$ cat config.mk
export PLATFORM = sky130hd
export DESIGN_NAME = bvalu_div
export DESIGN_NICKNAME = d
export VERILOG_FILES = /design/src/hw/rtl/bvalu_pkg.sv /design/src/hw/rtl/bvalu_div.sv
export SDC_FILE = /design/constraint.sdc
export NUM_CORES = 2
export LEC_CHECK = 0
export BUFFER_PORTS_ARGS = -buffer_cell sky130_fd_sc_hd__buf_2
export CORE_ASPECT_RATIO = 0.8
export CORE_MARGIN = 5
export CORE_UTILIZATION = 66
export DETAILED_ROUTE_END_ITERATION = 10
export GPL_ROUTABILITY_DRIVEN = 1
export MAX_ROUTING_LAYER = met4
export PLACE_DENSITY = 0.83
export SLEW_MARGIN = 20
export SYNTH_ARGS = -nofsm -noshare
export SYNTH_HDL_FRONTEND = slang
export SYNTH_SLANG_ARGS = --single-unit
$ cat constraint.sdc
create_clock -name clk -period 49 [get_ports clk]
set_clock_uncertainty 0.05 [all_clocks]
set_input_delay 4.9 -clock clk [delete_from_list [all_inputs] [get_ports clk]]
set_output_delay 4.9 -clock clk [all_outputs]
set_load 0.02 [all_outputs]
$ cat src/hw/rtl/bvalu_pkg.sv
package bvalu_pkg;

	typedef enum logic [3:0] {
		CMD_AND    = 4'd0,
		CMD_NOT    = 4'd1,
		CMD_ADD    = 4'd2,
		CMD_SUB    = 4'd3,
		CMD_MUL    = 4'd4,
		CMD_ULT    = 4'd5,
		CMD_ULTE   = 4'd6,
		CMD_EQ     = 4'd7,
		CMD_SLL    = 4'd8,
		CMD_SRL    = 4'd9,
		CMD_UDIV   = 4'd10,
		CMD_UREM   = 4'd11,
		CMD_CONCAT = 4'd12,
		CMD_SLICE  = 4'd13,
		CMD_SELECT = 4'd14
	} cmd_t;

	localparam int unsigned OP_W     = 32;
	localparam int unsigned RES_W    = 64;
	localparam int unsigned RW_W     = 7;
	localparam int unsigned IDX_W    = 5;

endpackage

$ cat src/hw/rtl/bvalu_div.sv
module bvalu_div import bvalu_pkg::*; #(
	parameter int unsigned WIDTH = 32,
	parameter int unsigned STAGES = 4
) (
	input  logic             clk,
	input  logic             adv,
	input  logic [WIDTH-1:0] dividend,
	input  logic [WIDTH-1:0] divisor,
	output logic [WIDTH-1:0] quotient,
	output logic [WIDTH-1:0] remainder
);

	localparam int unsigned BPS = (WIDTH + STAGES - 1) / STAGES;
	localparam int unsigned TOT = BPS * STAGES;

	logic [TOT-1:0]   num_r [STAGES+1];
	logic [WIDTH-1:0] den_r [STAGES+1];
	logic [WIDTH-1:0] rem_r [STAGES+1];

	assign num_r[0] = TOT'(dividend);
	assign den_r[0] = divisor;
	assign rem_r[0] = '0;

	for (genvar g = 0; g < STAGES; g++) begin : g_stage
		logic [TOT-1:0]   num_n;
		logic [WIDTH-1:0] rem_n;

		always_comb begin
			logic [WIDTH:0] t;
			num_n = num_r[g];
			rem_n = rem_r[g];
			for (int k = 0; k < BPS; k++) begin
				t = {rem_n, num_n[TOT-1]};
				num_n = num_n << 1;
				if (t >= {1'b0, den_r[g]}) begin
					rem_n = WIDTH'(t - {1'b0, den_r[g]});
					num_n[0] = 1'b1;
				end else begin
					rem_n = t[WIDTH-1:0];
				end
			end
		end

		logic [TOT-1:0]   num_s;
		logic [WIDTH-1:0] den_s;
		logic [WIDTH-1:0] rem_s;
		always_ff @(posedge clk) begin
			if (adv) begin
				num_s <= num_n;
				den_s <= den_r[g];
				rem_s <= rem_n;
			end
		end
		assign num_r[g+1] = num_s;
		assign den_r[g+1] = den_s;
		assign rem_r[g+1] = rem_s;
	end

	assign quotient  = num_r[STAGES][WIDTH-1:0];
	assign remainder = rem_r[STAGES];

endmodule

==> run summary <==
The flow ran to the end, and the final reports show no timing, DRC or antenna violations. The remaining antenna violation count after routing is 0. The share of flip-flops with an asynchronous set or reset after synthesis is 0%. The startpoint of the worst register-to-register path is g_stage[2].den_s[1]$_DFFE_PP_. The pin count of the biggest net entering global routing came out at 136. Static timing analysis puts the maximum clock frequency at 0.02737 GHz.

Yosys mapped a number of flops with a built-in enable equal to 352. The number of global-route vias before repair is 63780. The floorplan die height came out at 303.3 µm.

The floorplan has 107 rows. The placed wire-length estimate after detailed placement is 184.6 mm. After synthesis, the most frequently instantiated cells are 994 x sky130_fd_sc_hd__ha_1, 790 x sky130_fd_sc_hd__a21oi_1, 701 x sky130_fd_sc_hd__nand2_1. For this run the aggregate overflow at the end of global routing stands at 0. The mapped netlist covers 70960 µm². The worst hold path belongs to the class reg2reg. The top-area cell type share of the netlist area is 17.53%. The slew at the pin closest to its max-slew limit is 1098 ps. The number of setup buffers added after CTS is 0. The routed layout has 70670 vias.

The final-report hold violation count was 0. The detail-routed net length per standard cell is 22.63 µm. Sequential cells were found to cover 14.90% of the synthesized design area.

Data arrives at the worst endpoint at 36860 ps. By area the synthesized netlist is led by sky130_fd_sc_hd__ha_1 18%, sky130_fd_sc_hd__edfxtp_1 15%, sky130_fd_sc_hd__mux2_2 9.1%. The number of unique standard cell types used by synthesis is 105.

The clock-pin slew on the worst setup and hold paths is 70 ps. The number of buffers added by the clock tree synthesis step came out at 43. Across the run, the number of max-cap violations was 0.

For this design, the CTS-stage hold fixing added 0 buffers. The data required time at the worst endpoint is 49330 ps. On the critical path, the stage with the largest delay is an instance of sky130_fd_sc_hd__o41ai_2. The global-route wire length before repair came out at around 350 mm.

The starting density of the core is 66.58%. By instance count, the leading cell after synthesis is sky130_fd_sc_hd__ha_1. TritonCTS built the clock tree. The yosys synthesis warning count came out at 0. The number of register bits inferred by synthesis came out at around 350. The TritonCTS sink count came out at between 300 and 400. The startpoint identified for the worst hold timing path is g_stage[1].num_s[13]$_DFFE_PP_. Tracing the worst setup path back leads to its startpoint at g_stage[2].den_s[1]$_DFFE_PP_. The worst setup path is captured at a register. The first detailed-routing pass ran for 6 iterations. The post-route netlist has 11.05% of its cells at a drive strength greater than 1.

Counting along the longest clock path gives a buffer depth of 3. Across every metal layer, demand over resource in global routing totals between 30% and 40%. The critical path is of the reg2reg type. The post-detailed-route DRC marker count came out at 0. After technology mapping, the gate count stands at 8762. The final-report max-slew violation count is 0. Setup repair after global routing left no endpoint under its margin. The detailed router finished its first iteration with roughly 9000 violations. The maximum single-stage delay on the critical path is between 700 and 800 ps. The sort of element at the start of the critical path is a register. The largest fanout on the critical path came out at 61. The full die area came out at 114200 µm². The core region is 106600 µm².

After detailed routing, the number of vias per cell comes to roughly 6.9. The net count of the mapped netlist is approximately 9900. The cell total after placement is 10200. The number of fillers in the final layout is 8692. Relative to the synthesized area, the layout overhead comes to 5.133%. The register area came out at 10570 µm².

sky130_fd_sc_hd__ha_1 takes more of the synthesized area than any other cell. The initial antenna violation count is 3. The die outline width is 376.6 µm. The most used flip-flop cell after synthesis is sky130_fd_sc_hd__edfxtp_1. Setup violations remaining at the end of the flow were counted as 0. The routability congestion estimate is about 1.1. The post-cts repair resize count is 0. The number of placed I/O pins came out at 130. The clock insertion delay at the later pin of the skew report came out at 660 ps. In this run the clock root is driven by a sky130_fd_sc_hd__clkbuf_16.

The cell with the most instances on the worst path is sky130_fd_sc_hd__o21ai_0. The number of buffer cells added on primary ports came out at roughly 130. The net count of the finished layout is 9918. The setup TNS came out at 0 ps. The minimum clock period is 36540 ps. The final worst-path cycle share is 74.56%. The mean post-synth cell area came out at 8.098 µm². The number of cells in the finished layout apart from fillers is around 10000. CTS built an H-tree with a depth of 2. The final routed wirelength across all metal layers is around 230 mm. The combined area of the multi-input logic cells is around 58000 µm². The tightest slew margin relative to the limit is 26.17%.
## state kept, by name (all words and copies together) (netlist names)
name           flops
g_stage.den_s     96
g_stage.num_s     96
g_stage.rem_s     96
quotient          32
remainder         32
## metrics by stage
stage	hold slack [ps]	instance area, µm²	setup WS (ps)	utilization, %
detailed placement	355.2	73140	14000	68.64
CTS	337.9	74560	13760	69.97
global placement	350.3	73140	14480	68.63
finish	330.4	74600	12460	70.00
floorplan	350.3	70960	19670	-
global route	347.8	74600	10770	70.00
## final timing paths
kind / depth (start not counted) / endpoint / slack (ps)
max reg2reg: 120 / remainder[1]$_DFFE_PP_ / 12460
min: 0 / g_stage[2].num_s[21]$_DFFE_PP_ / 330
min reg2reg: 0 / g_stage[2].num_s[21]$_DFFE_PP_ / 330
max: 120 / remainder[1]$_DFFE_PP_ / 12460
## cells in the final DEF (no fill, tap or decap), drive strengths merged, types with 19 or more instances in the layout
master,n
nand4,134
o21ai,534
o311ai,19
buf,192
fa,31
nand2,701
mux2,612
xor2,233
and4,42
ha,994
a31oi,106
xnor2,539
nor2b,132
and3,141
a2111oi,21
nand2b,132
a21oi,793
edfxtp,352
o31ai,54
nor4,49
a221oi,19
or4,19
mux2i,83
a221o,59
o21bai,114
o211ai,52
nor3,170
a211oi,83
a211o,32
or2,63
a21o,403
nand3,189
clkbuf,47
o21a,136
a21boi,68
and2,68
o31a,20
nor2,577
or3,64
inv,504
## logic make-up after synthesis
family                   share of synthesized area, %
flip-flops                                      14.90
XOR/XNOR                                        9.529
multiplexers                                    11.00
AO/OA/AOI/OAI                                   24.74
buffers and inverters                           3.786
adder cells (fa/ha/maj)                         18.40
AND/OR/NAND/NOR                                 17.65
## area by class of cell
type / instances / share of cell area, %
multi-input combinational: 7735 / 77.45
sequential: 352 / 14.17
inverter: 503 / 2.538
tap: 1417 / 2.377
timing repair buffer: 192 / 1.556
clock buffer: 47 / 1.491
clock inverter: 31 / 0.4092
antenna: 4 / 0.01342
## metal layers
metal	vias up	wire, µm	GRT usage (%)
met3	581	30790	9.493
met4	0	8367	12.94
li1	32970	-	-
met5	-	0	-
met1	32950	100600	55.71
met2	4163	92900	55.09
## worst max-delay path, delay by kind of cell, from the launching register on
kind / cells / cell delay (ps)
AND/OR/NAND/NOR: 23 / 5770
adder cells (fa/ha/maj): 8 / 2720
flip-flops: 1 / 700
multiplexers: 5 / 1790
buffers and inverters: 17 / 5160
AO/OA/AOI/OAI: 67 / 19920
Power is left out: the tool's default activity adds up to more than one toggle a clock period on the data nets, which glitch-free logic cannot reach.
